File: src/design/lpr_pkg.sv
`default_nettype none
package lpr_pkg;

  localparam int RING_BYTES_DEFAULT = 64;

  typedef enum logic [1:0] {
    ST_IDLE,
    ST_HEADER,
    ST_BYTES
  } state_t;

endpackage
`default_nettype wire

File: src/design/lpr_ring_mem.sv
`default_nettype none
module lpr_ring_mem #(
  parameter int DEPTH = lpr_pkg::RING_BYTES_DEFAULT,
  parameter int AW    = $clog2(DEPTH)
) (
  input  wire logic          clk,
  input  wire logic          wr_en,
  input  wire logic [AW-1:0] wr_addr,
  input  wire logic [7:0]    wr_data,
  input  wire logic          rd_en,
  input  wire logic [AW-1:0] rd_addr,
  output logic      [7:0]    rd_data
);

  logic [7:0] mem [DEPTH];

  always_ff @(posedge clk) begin
    if (wr_en) begin
      mem[wr_addr] <= wr_data;
    end
  end

  always_ff @(posedge clk) begin
    if (rd_en) begin
      rd_data <= mem[rd_addr];
    end
  end

endmodule
`default_nettype wire

File: src/design/lpr_ctrl.sv
`default_nettype none
module lpr_ctrl #(
  parameter int RING_BYTES = lpr_pkg::RING_BYTES_DEFAULT,
  parameter int IW         = $clog2(RING_BYTES)
) (
  input  wire logic          clk,
  input  wire logic          rst,
  input  wire logic          s_axis_tvalid,
  output logic               s_axis_tready,
  input  wire logic [7:0]    s_axis_tdata,
  input  wire logic          s_axis_tlast,
  input  wire logic [1:0]    s_axis_tuser,
  output logic               m_axis_tvalid,
  input  wire logic          m_axis_tready,
  output logic      [7:0]    m_axis_tdata,
  output logic               m_axis_tlast,
  output logic      [2:0]    m_axis_tuser,
  output logic               wr_en,
  output logic      [IW-1:0] wr_addr,
  output logic      [7:0]    wr_data,
  output logic               rd_en,
  output logic      [IW-1:0] rd_addr,
  input  wire logic [7:0]    rd_data
);

  localparam int CW = IW + 1;
  localparam logic [CW-1:0] N_C = CW'(RING_BYTES);

  function automatic logic [IW-1:0] wrap(input logic [CW-1:0] sum);
    logic [CW-1:0] s;
    s = (sum >= N_C) ? sum - N_C : sum;
    return s[IW-1:0];
  endfunction

  lpr_pkg::state_t state, state_next;
  logic [IW-1:0] rp, rp_next;
  logic [IW-1:0] wp, wp_next;
  logic [CW-1:0] pending_count, pending_count_next;
  logic          pending_overflow, pending_overflow_next;
  logic [CW-1:0] remain, remain_next;

  logic          out_valid;
  logic [7:0]    out_data;
  logic          out_last;
  logic [2:0]    out_user;
  logic          out_load;
  logic [7:0]    load_data;
  logic          load_last;
  logic [2:0]    load_user;

  logic          out_space;
  logic          accept;
  logic [CW-1:0] filled_bytes;
  logic [CW-1:0] free_bytes;
  logic [CW-1:0] size;
  logic          reject;

  assign out_space     = !out_valid || m_axis_tready;
  assign s_axis_tready = (state == lpr_pkg::ST_IDLE) && out_space;
  assign accept        = s_axis_tvalid && s_axis_tready;
  assign filled_bytes  = (wp >= rp) ? CW'(wp) - CW'(rp) : CW'(wp) + N_C - CW'(rp);
  assign free_bytes    = N_C - CW'(1) - filled_bytes;
  assign size          = pending_count + CW'(1);
  assign reject        = pending_overflow || (size > free_bytes);

  assign m_axis_tvalid = out_valid;
  assign m_axis_tdata  = out_data;
  assign m_axis_tlast  = out_last;
  assign m_axis_tuser  = out_user;

  always_comb begin
    state_next            = state;
    rp_next               = rp;
    wp_next               = wp;
    pending_count_next    = pending_count;
    pending_overflow_next = pending_overflow;
    remain_next           = remain;
    out_load              = 1'b0;
    load_data             = '0;
    load_last             = 1'b1;
    load_user             = '0;
    wr_en                 = 1'b0;
    wr_addr               = wp;
    wr_data               = s_axis_tdata;
    rd_en                 = 1'b0;
    rd_addr               = rp;
    unique case (state)
      lpr_pkg::ST_IDLE: begin
        if (accept) begin
          if (!s_axis_tuser[0]) begin
            if (!s_axis_tlast) begin
              if (!pending_overflow) begin
                if ((pending_count + CW'(2)) <= free_bytes) begin
                  wr_en              = 1'b1;
                  wr_addr            = wrap(CW'(wp) + size);
                  pending_count_next = size;
                end else begin
                  pending_overflow_next = 1'b1;
                end
              end
            end else begin
              out_load  = 1'b1;
              load_user = {reject, 2'b00};
              if (!reject) begin
                wr_en   = 1'b1;
                wr_addr = wp;
                wr_data = 8'(size);
                wp_next = wrap(CW'(wp) + size);
              end
              pending_count_next    = '0;
              pending_overflow_next = 1'b0;
            end
          end else begin
            if ((rp == wp) || s_axis_tuser[1]) begin
              out_load  = 1'b1;
              load_user = 3'b010;
            end else begin
              rd_en      = 1'b1;
              rd_addr    = rp;
              state_next = lpr_pkg::ST_HEADER;
            end
          end
        end
      end
      lpr_pkg::ST_HEADER: begin
        if (out_space) begin
          if ((rd_data == 8'd0) || (rd_data > 8'(filled_bytes))) begin
            rp_next    = wp;
            out_load   = 1'b1;
            load_user  = 3'b010;
            state_next = lpr_pkg::ST_IDLE;
          end else if (rd_data == 8'd1) begin
            rp_next    = wrap(CW'(rp) + CW'(1));
            out_load   = 1'b1;
            state_next = lpr_pkg::ST_IDLE;
          end else begin
            rp_next     = wrap(CW'(rp) + CW'(1));
            remain_next = CW'(rd_data - 8'd1);
            rd_en       = 1'b1;
            rd_addr     = rp_next;
            state_next  = lpr_pkg::ST_BYTES;
          end
        end
      end
      lpr_pkg::ST_BYTES: begin
        if (out_space) begin
          out_load    = 1'b1;
          load_data   = rd_data;
          load_last   = (remain == CW'(1));
          load_user   = 3'b001;
          rp_next     = wrap(CW'(rp) + CW'(1));
          remain_next = remain - CW'(1);
          if (remain == CW'(1)) begin
            state_next = lpr_pkg::ST_IDLE;
          end else begin
            rd_en   = 1'b1;
            rd_addr = rp_next;
          end
        end
      end
      default: begin
        state_next = lpr_pkg::ST_IDLE;
      end
    endcase
  end

  always_ff @(posedge clk) begin
    if (rst) begin
      state <= lpr_pkg::ST_IDLE;
    end else begin
      state <= state_next;
    end
  end

  always_ff @(posedge clk) begin
    if (rst) begin
      rp               <= '0;
      wp               <= '0;
      pending_count    <= '0;
      pending_overflow <= 1'b0;
      out_valid        <= 1'b0;
    end else begin
      rp               <= rp_next;
      wp               <= wp_next;
      pending_count    <= pending_count_next;
      pending_overflow <= pending_overflow_next;
      if (out_load) begin
        out_valid <= 1'b1;
      end else if (m_axis_tready) begin
        out_valid <= 1'b0;
      end
    end
  end

  always_ff @(posedge clk) begin
    remain <= remain_next;
    if (out_load) begin
      out_data <= load_data;
      out_last <= load_last;
      out_user <= load_user;
    end
  end

  a_pointers_in_range: assert property (@(posedge clk) disable iff (rst)
    (CW'(rp) < N_C) && (CW'(wp) < N_C))
    else $error("ring pointer outside the ring");

  a_pending_fits: assert property (@(posedge clk) disable iff (rst)
    (!pending_overflow && (pending_count != '0)) |-> (size <= free_bytes))
    else $error("pending string larger than the free space");

  a_bytes_remaining: assert property (@(posedge clk) disable iff (rst)
    (state == lpr_pkg::ST_BYTES) |-> (remain != '0))
    else $error("byte streaming with no bytes left");

  a_stall_holds_read: assert property (@(posedge clk) disable iff (rst)
    ((state == lpr_pkg::ST_BYTES) && !out_space) |=> $stable(rd_data) && $stable(rp))
    else $error("read data lost during a stall");

endmodule
`default_nettype wire

File: src/design/length_prefixed_packet_ring.sv
// Length-prefixed packet ring.
// Input channel s_axis: tuser[0] is the command (0 push, 1 pop), tuser[1] says
// the sink is busy, tdata is a string byte and tlast marks the terminator of a push.
// Push bytes are stored behind the write pointer; the terminator writes the length
// header and commits the string, or drops it and reports a rejection.
// Output channel m_axis: tdata is a popped byte, tlast marks the last result of the
// input transaction, and tuser carries has_byte, nothing_popped and push_rejected.
// A push byte gives no result. A terminator or a refused pop gives one result in the
// next cycle. A pop of a string of L bytes first reads the header from the ring
// memory, then streams one byte per cycle while the receiver does not stall, through
// its single registered read port.
// While a pop streams, no new input transaction is accepted.
// When the receiver stalls, the result register holds and streaming pauses.
// Reset empties the ring and clears any pending string at once.
`default_nettype none
module length_prefixed_packet_ring #(
  parameter int RING_BYTES = lpr_pkg::RING_BYTES_DEFAULT
) (
  input  wire logic       clk,
  input  wire logic       rst,
  input  wire logic       s_axis_tvalid,
  output logic            s_axis_tready,
  input  wire logic [7:0] s_axis_tdata,   // data
  input  wire logic       s_axis_tlast,   // end_of_string
  input  wire logic [1:0] s_axis_tuser,   // cmd, sink_busy
  output logic            m_axis_tvalid,
  input  wire logic       m_axis_tready,
  output logic      [7:0] m_axis_tdata,   // out_byte
  output logic            m_axis_tlast,   // last
  output logic      [2:0] m_axis_tuser    // has_byte, nothing_popped, push_rejected
);

  localparam int IW = $clog2(RING_BYTES);

  logic          wr_en;
  logic [IW-1:0] wr_addr;
  logic [7:0]    wr_data;
  logic          rd_en;
  logic [IW-1:0] rd_addr;
  logic [7:0]    rd_data;

  lpr_ctrl #(
    .RING_BYTES (RING_BYTES),
    .IW         (IW)
  ) u_ctrl (
    .clk           (clk),
    .rst           (rst),
    .s_axis_tvalid (s_axis_tvalid),
    .s_axis_tready (s_axis_tready),
    .s_axis_tdata  (s_axis_tdata),
    .s_axis_tlast  (s_axis_tlast),
    .s_axis_tuser  (s_axis_tuser),
    .m_axis_tvalid (m_axis_tvalid),
    .m_axis_tready (m_axis_tready),
    .m_axis_tdata  (m_axis_tdata),
    .m_axis_tlast  (m_axis_tlast),
    .m_axis_tuser  (m_axis_tuser),
    .wr_en         (wr_en),
    .wr_addr       (wr_addr),
    .wr_data       (wr_data),
    .rd_en         (rd_en),
    .rd_addr       (rd_addr),
    .rd_data       (rd_data)
  );

  lpr_ring_mem #(
    .DEPTH (RING_BYTES),
    .AW    (IW)
  ) u_mem (
    .clk     (clk),
    .wr_en   (wr_en),
    .wr_addr (wr_addr),
    .wr_data (wr_data),
    .rd_en   (rd_en),
    .rd_addr (rd_addr),
    .rd_data (rd_data)
  );

endmodule
`default_nettype wire

File: config.mk
export PLATFORM = sky130hd
export DESIGN_NAME = length_prefixed_packet_ring
export DESIGN_NICKNAME = d
export VERILOG_FILES = /design/src/design/lpr_pkg.sv /design/src/design/lpr_ring_mem.sv /design/src/design/lpr_ctrl.sv /design/src/design/length_prefixed_packet_ring.sv
export SDC_FILE = /design/constraint.sdc
export NUM_CORES = 1
export LEC_CHECK = 0
export ABC_CLOCK_PERIOD_IN_PS = 6400
export BUFFER_PORTS_ARGS = -buffer_cell sky130_fd_sc_hd__buf_2
export CELL_PAD_IN_SITES_DETAIL_PLACEMENT = 1
export CELL_PAD_IN_SITES_GLOBAL_PLACEMENT = 2
export CORE_MARGIN = 2
export CORE_UTILIZATION = 44
export DETAILED_ROUTE_END_ITERATION = 6
export GPL_TIMING_DRIVEN = 0
export PLACE_DENSITY_LB_ADDON = 0.2
export SYNTH_ARGS = -nofsm -noshare
export SYNTH_HDL_FRONTEND = slang
export SYNTH_HIERARCHICAL = 1
export SYNTH_SLANG_ARGS = --single-unit
File: constraint.sdc
create_clock -name clk -period 6.4 [get_ports clk]
set_clock_uncertainty 0.05 [all_clocks]
set_input_delay 0.32 -clock clk [delete_from_list [all_inputs] [get_ports clk]]
set_output_delay 0.32 -clock clk [all_outputs]
set_load 0.01 [all_outputs]
==> reports/metrics.yaml, run 1 <==
sta:
  max_freq_ghz: 0.1579
  rsz0062_at_grt: "yes"
  finalCritPeriodShare: 0.9894
  max_slew.worst_pin.slew_ns: 1.326
  max_slew_margin: 0.1136
  fin_crit_ns: 6.332
  hold_viol: 0
  tns_ns: 0
  drv_slew: 0
  whs_ns: 0.1092
  setup_viol: 0
global_routing:
  grt_pass1_wl_mm: 100.6
  grt_pass1_vias: 14577
  antenna_found_initial: 1
  grt_max_degree: 51
  overflow: 0
  grt_use_total: 0.2485
detailed_routing:
  wl_met2_mm: 34.12
  ant_nets: 0
  num_vias: 14102
  routedWlPerCell_um: 30.34
  dr.pass1.iters: 6
  first_iter_violations: 1641
  routed_wl_mm: 69.55
  dr_wl_met3_mm: 3.976
  vias_per_cell: 6.153
  highest_layer: "met5"
  remaining_drc_errors: 0
  wl_met1_mm: 29.20
layout:
  num-fill-cells: 5000
  drive_above_1_share: 0.2838
  final-seq-area_um2: 16650
  multiInputGateArea_um2: 7622
  final_cell_area_um2: 28210
  area_growth_pct: 16.70
  num_antenna_cells: 0
  fin_nets: 1608
clocking:
  hold_buffers: 0
  clkTransAtPathRegs_ns: 0.06
  cts-buffers-inserted: 59
  h-tree-depth: 2
  cts_buffer_depth: 3
  cts_tree: "done"
  cts-root-buf: "clkbuf_16"
  clkSinkCount: 562
  clock_latency_ns: 0.63
pwr:
  p_leak_nw: 8.945
  powerDensity_nw_per_um2: 337.9
  finalPower_mw: 9.531
  peakVddDrop_v: 0.0002481
floorplanning:
  start_util: 0.4474
  core_um2: 54030
  dieArea_um2: 56830
  die_y_um: 238.4
  die_w_um: 238.4
  ios: 29
  num_rows: 85
worst_setup_path:
  critPathKind: "flop to flop"
  required_ns: 6.81
  cp_slowest_cell: "a311oi_2"
  crit_path_end_kind: "flop"
  path_max_fanout: 10
  r2r_slack_ns: 0.07
  max_stage_delay_ns: 0.63
  path_cells: "inv_1 > ha_1 > inv_1 > fa_1 > nor2_1 > or4b_4 > a41o_1 > a21o_1 > xnor2_2 > ha_1 > nand4b_1 > nor2_4 > a211oi_2 > nor2_1 > o211a_1 > a311oi_2 > buf_4 > clkbuf_2 > clkbuf_2 > o221ai_1 > o31ai_1 > a32o_1"
  start_kind: "flop"
  arrival_ns: 6.74
synth:
  syn_area_um2: 24170
  yosysWarnings: 6
  netlist_instances: 1431
  synth_seq_cells: 562
  synth_edf_count: 539
  syn_avg_cell_area_um2: 16.89
  seq_area_frac_synth: 0.6886
  synth_fp_nets: 1493
  ys_types: 80
  async_reset_ff_frac: 0
  synthFlopType: "edfxtp_1"
hold_path:
  hold_path_class: "input pin to flop"
flow_run:
  drv_cap: 0
run_status:
  status: "completed"
placement:
  dpl_cell_area_um2: 25360
  dp_hpwl_mm: 47.33
  numPortBuffers: 28
  place.gp.congestion: 0.8616
==> cells in the mapped netlist (all sizes together), types with 13 or more instances <==
cell type  instances  area (um^2)
edfxtp           539        16190
nor2             128        483.0
mux4             124         2793
nand2             58        225.2
ha                44        550.5
o21ai             41        209.0
buf               39        275.3
nand3             38        190.2
a21oi             32        163.9
clkbuf            31        116.4
inv               27        101.4
dfxtp             23        460.4
o22ai             23        143.9
mux2i             22        220.2
nor3              20        100.1
nor2b             17        106.4
xnor2             17        148.9
and3              14        87.58
mux2              13        146.4
xor2              13        113.9
==> metrics by stage <==
step | util | setup slack, ns | std cells
3_3_place_gp | 0.4661 | -2.009 | 2155
2_1_floorplan | - | 0.9470 | 1431
6_report | 0.5221 | 0.06775 | 2292
4_1_cts | 0.5100 | -0.1175 | 2277
3_5_place_dp | 0.4695 | -1.041 | 2163
5_1_grt | 0.5221 | -0.1224 | 2292
==> flip-flops by register name, indices dropped and copies added, names as in the netlist, 3 cells and up <==
register              count
u_ctrl/remain             7
u_ctrl/wp                 6
u_ctrl/pending_count      7
u_mem/rd_data             8
u_ctrl/m_axis_tuser       3
u_mem/mem               512
u_ctrl/m_axis_tdata       8
u_ctrl/rp                 6
==> path summary, 6_finish.rpt <==
path | startpoint | to | depth (start not counted)
max | u_ctrl/wp[0] | u_mem/rd_data[2] | 22
min | s_axis_tvalid | u_ctrl/state[1] | 5
max reg2reg | u_ctrl/wp[0] | u_mem/rd_data[2] | 22
min reg2reg | u_ctrl/rp[4] | u_ctrl/rp[4] | 2
==> placed cells by master, fill, tap and decap left out, types with 23 or more instances in the layout <==
master	netlist	final
a21oi_1	31	30
buf_12	1	23
buf_2	18	34
buf_4	10	26
clkbuf_1	31	32
clkbuf_16	0	60
edfxtp_1	539	539
ha_1	44	43
inv_1	27	27
mux4_2	124	124
nand2_1	57	57
nand3_1	38	33
nor2_1	127	65
nor2_4	0	48
o21ai_0	38	33
==> critical path: cells and delay by family (launching register included) <==
family,cells,cell delay (ns)
XOR/XNOR,1,0.22
adder cells (fa/ha/maj),3,0.87
AO/OA/AOI/OAI,8,2.35
flip-flops,1,0.34
AND/OR/NAND/NOR,5,0.99
buffers and inverters,5,1.31
==> final cells by class <==
| type | count | area share |
|---|---|---|
| Multi-Input combinational cell | 770 | 0.2702 |
| Inverter | 29 | 0.003903 |
| Buffer | 64 | 0.01841 |
| Clock inverter | 33 | 0.008205 |
| Tap cell | 696 | 0.03087 |
| Sequential cell | 562 | 0.5903 |
| Clock buffer | 78 | 0.05633 |
| Timing Repair Buffer | 60 | 0.02173 |
==> metal layers <==
layer / vias up / GRT usage
met4: 2 / 0.09318
met3: 127 / 0.03528
li1: 5984 / -
met1: 7482 / 0.3388
met2: 507 / 0.4086
met5: - / 0
==> cells by family after synthesis <==
logic type      synth area share
xor+xnor                 0.01087
simple gates             0.06719
fa+ha+maj                0.02526
compound gates           0.05663
flops                     0.6886
mux                       0.1307
buf+inv                  0.02071
==> report_power, final <==
part           switching (mW)  internal (mW)
Sequential             0.0398           4.16
Combinational            1.30          0.780
Clock                    1.42           1.83
Total                    2.76           6.77
==> what timing repair did <==
| item | 4_1_cts | 5_1_grt |
|---|---|---|
| endpoints found under the setup margin | 424 | 520 |
| buffers inserted | 4 | 20 |
| gates resized for setup | 118 | 99 |
| pin swaps | 4 | 12 |
No activity file was read; power rests on OpenSTA's default activity.
==> run 2: changes to the inputs <==
GPL_TIMING_DRIVEN = 1   (was 0)
==> reports/metrics.yaml, run 2 (synthesis results as in run 1) <==
worst_setup_path:
  start_kind: "flop"
  required_ns: 6.72
  path_max_fanout: 41
  arrival_ns: 6.41
  crit-reg2reg-launch: "u_ctrl/rp[4]"
  crit_path_end_kind: "flop"
  ff2ff_path_depth: 22
  critPathKind: "flop to flop"
  r2r-end: "u_mem/rd_data[6]"
  r2r_slack_ns: 0.31
global_routing:
  grt_pass1_wl_mm: 96.70
  antenna_found_initial: 0
  grt_pass1_vias: 14329
  overflow: 0
  grt_max_degree: 65
  grt_use_total: 0.2342
floorplanning:
  dieArea_um2: 56830
  start_util: 0.4474
  ios: 29
  die_y_um: 238.4
  core_um2: 54030
  die_w_um: 238.4
  num_rows: 85
layout:
  largest_reg_flops: 512
  drive_above_1_share: 0.2562
  final_common_cell: "edfxtp_1"
  area_growth_pct: 15.52
  num-fill-cells: 5042
  fin_cells: 2320
  final_cell_mix: "edfxtp_1 (539), nor2_1 (127), mux4_2 (124), buf_4 (118), clkbuf_16 (58)"
  final_cell_area_um2: 27920
  num_antenna_cells: 0
  fin_nets: 1642
  top_register: "u_mem/mem"
sta:
  setup_viol: 0
  max_slew_margin: 0.3178
  hold_viol: 0
  tns_ns: 0
  rsz0062_at_grt: "no"
  finalCritPeriodShare: 0.9508
  max_slew.worst_pin.slew_ns: 1.023
  max_freq_ghz: 0.1643
  whs_ns: 0.1264
  drv_slew: 0
  fin_crit_ns: 6.085
detailed_routing:
  first_iter_violations: 1217
  num_vias: 13704
  remaining_drc_errors: 0
  routed_wl_mm: 64.86
  vias_per_cell: 5.907
  dr.pass1.iters: 5
  ant_nets: 0
  routedWlPerCell_um: 27.96
clocking:
  h-tree-depth: 2
  cts-buffers-inserted: 57
  cts-root-buf: "clkbuf_16"
  hold_buffers: 0
  clkSinkCount: 562
  clkTransAtPathRegs_ns: 0.06
  cts_tree: "done"
  clock_latency_ns: 0.62
  cts_buffer_depth: 3
placement:
  numPortBuffers: 28
  dp_hpwl_mm: 44.00
  dpl_cell_area_um2: 25990
  dpl.cell_count: 2209
  place.gp.congestion: 0.8294
pwr:
  switching_share: 0.2744
  pwr-share-seq: 0.445
  pwr-share-comb: 0.204
  p_sw_mw: 2.593
  powerDensity_nw_per_um2: 338.4
  p_leak_nw: 9.122
  internal_power_mw: 6.858
  peakVddDrop_v: 0.0002135
  power_frac_clock: 0.351
hold_path:
  hold_depth: 3
  hold_path_class: "input pin to flop"
  hold-path-endpoint: "u_ctrl/m_axis_tuser[1]"
  hold_start: "s_axis_tvalid"
flow_run:
  drv_cap: 0
run_status:
  status: "completed"
[run 2: changes by cell type in the layout (fill, tap and decap cells not counted), moves of 10 or more]
| cell | change |
|---|---|
| nor2_1 | +62 |
| clkinv_2 | -12 |
| buf_4 | +92 |
| clkbuf_1 | -18 |
| nor2_4 | -48 |
| nor2_2 | -14 |
| buf_6 | -10 |
[run 2: worst max-delay path by stage]
stage,startpoint,end,cells after the start
after global placement,u_ctrl/rp[4],u_mem/rd_data[2],21
after detailed placement,u_ctrl/rp[4],u_mem/rd_data[2],21
after CTS,u_ctrl/rp[4],u_mem/rd_data[2],21
after floorplan,u_ctrl/rp[3],u_mem/mem[28][0],21
after global routing,u_ctrl/rp[4],u_mem/rd_data[4],23
final,u_ctrl/rp[4],u_mem/rd_data[6],22
[run 2: repair_timing]
action                     4_1_cts  5_1_grt
buffers inserted                 0        8
gates resized for setup          0        5
setup endpoints to repair        0        8
[run 2: power groups by stage]
stage                     combinational (mW)  clock (mW)  sequential [mW]
after CTS                               1.91        3.38             4.20
final                                   1.93        3.32             4.20
after global routing                    2.07        3.50             4.21
after detailed placement                1.90           0             4.28
after floorplan                         1.18           0             4.28
after global placement                  1.87           0             4.28
[run 2: worst max-delay path, cell delays in order, from the launching register on]
cell and delay [ns]:
dfxtp_1 0.48, inv_1 0.12, ha_2 0.37, nand4_2 0.17
nor2_2 0.08, or4b_4 0.52, a41o_1 0.24, a21o_1 0.20
xnor2_1 0.23, ha_1 0.28, nand4b_1 0.13, nor2_1 0.10
a211oi_2 0.34, nor2_1 0.17, o211a_1 0.29, buf_4 0.19
o21ai_4 0.21, buf_12 0.22, buf_12 0.27, mux4_2 0.42
a31oi_1 0.25, nand3_1 0.19, a22o_1 0.26
[run 2: area by class of cell]
cell class / count / area [um^2] / area share
Tap cell: 696 / 870.8 / 0.03119
Clock inverter: 26 / 276.5 / 0.009902
Multi-Input combinational cell: 770 / 7143 / 0.2558
Timing Repair Buffer: 160 / 1306 / 0.04678
Inverter: 29 / 108.9 / 0.003898
Clock buffer: 77 / 1573 / 0.05632
Sequential cell: 562 / 16650 / 0.5961
[run 2: stage by stage]
step	total power [mW]	worst slack, ns	utilization
after floorplan	5.461	0.9470	-
after global placement	6.147	0.1017	0.4811
after detailed placement	6.175	0.1103	0.4811
after CTS	9.492	0.06753	0.5153
after global routing	9.786	0.01770	0.5169
final	9.451	0.3149	0.5169
[run 2: routing by layer]
layer,track usage,share of wire
met2,0.3792,0.48
met1,0.3247,0.43
met3,0.04419,0.056
met4,0.06970,0.025
met5,0,0
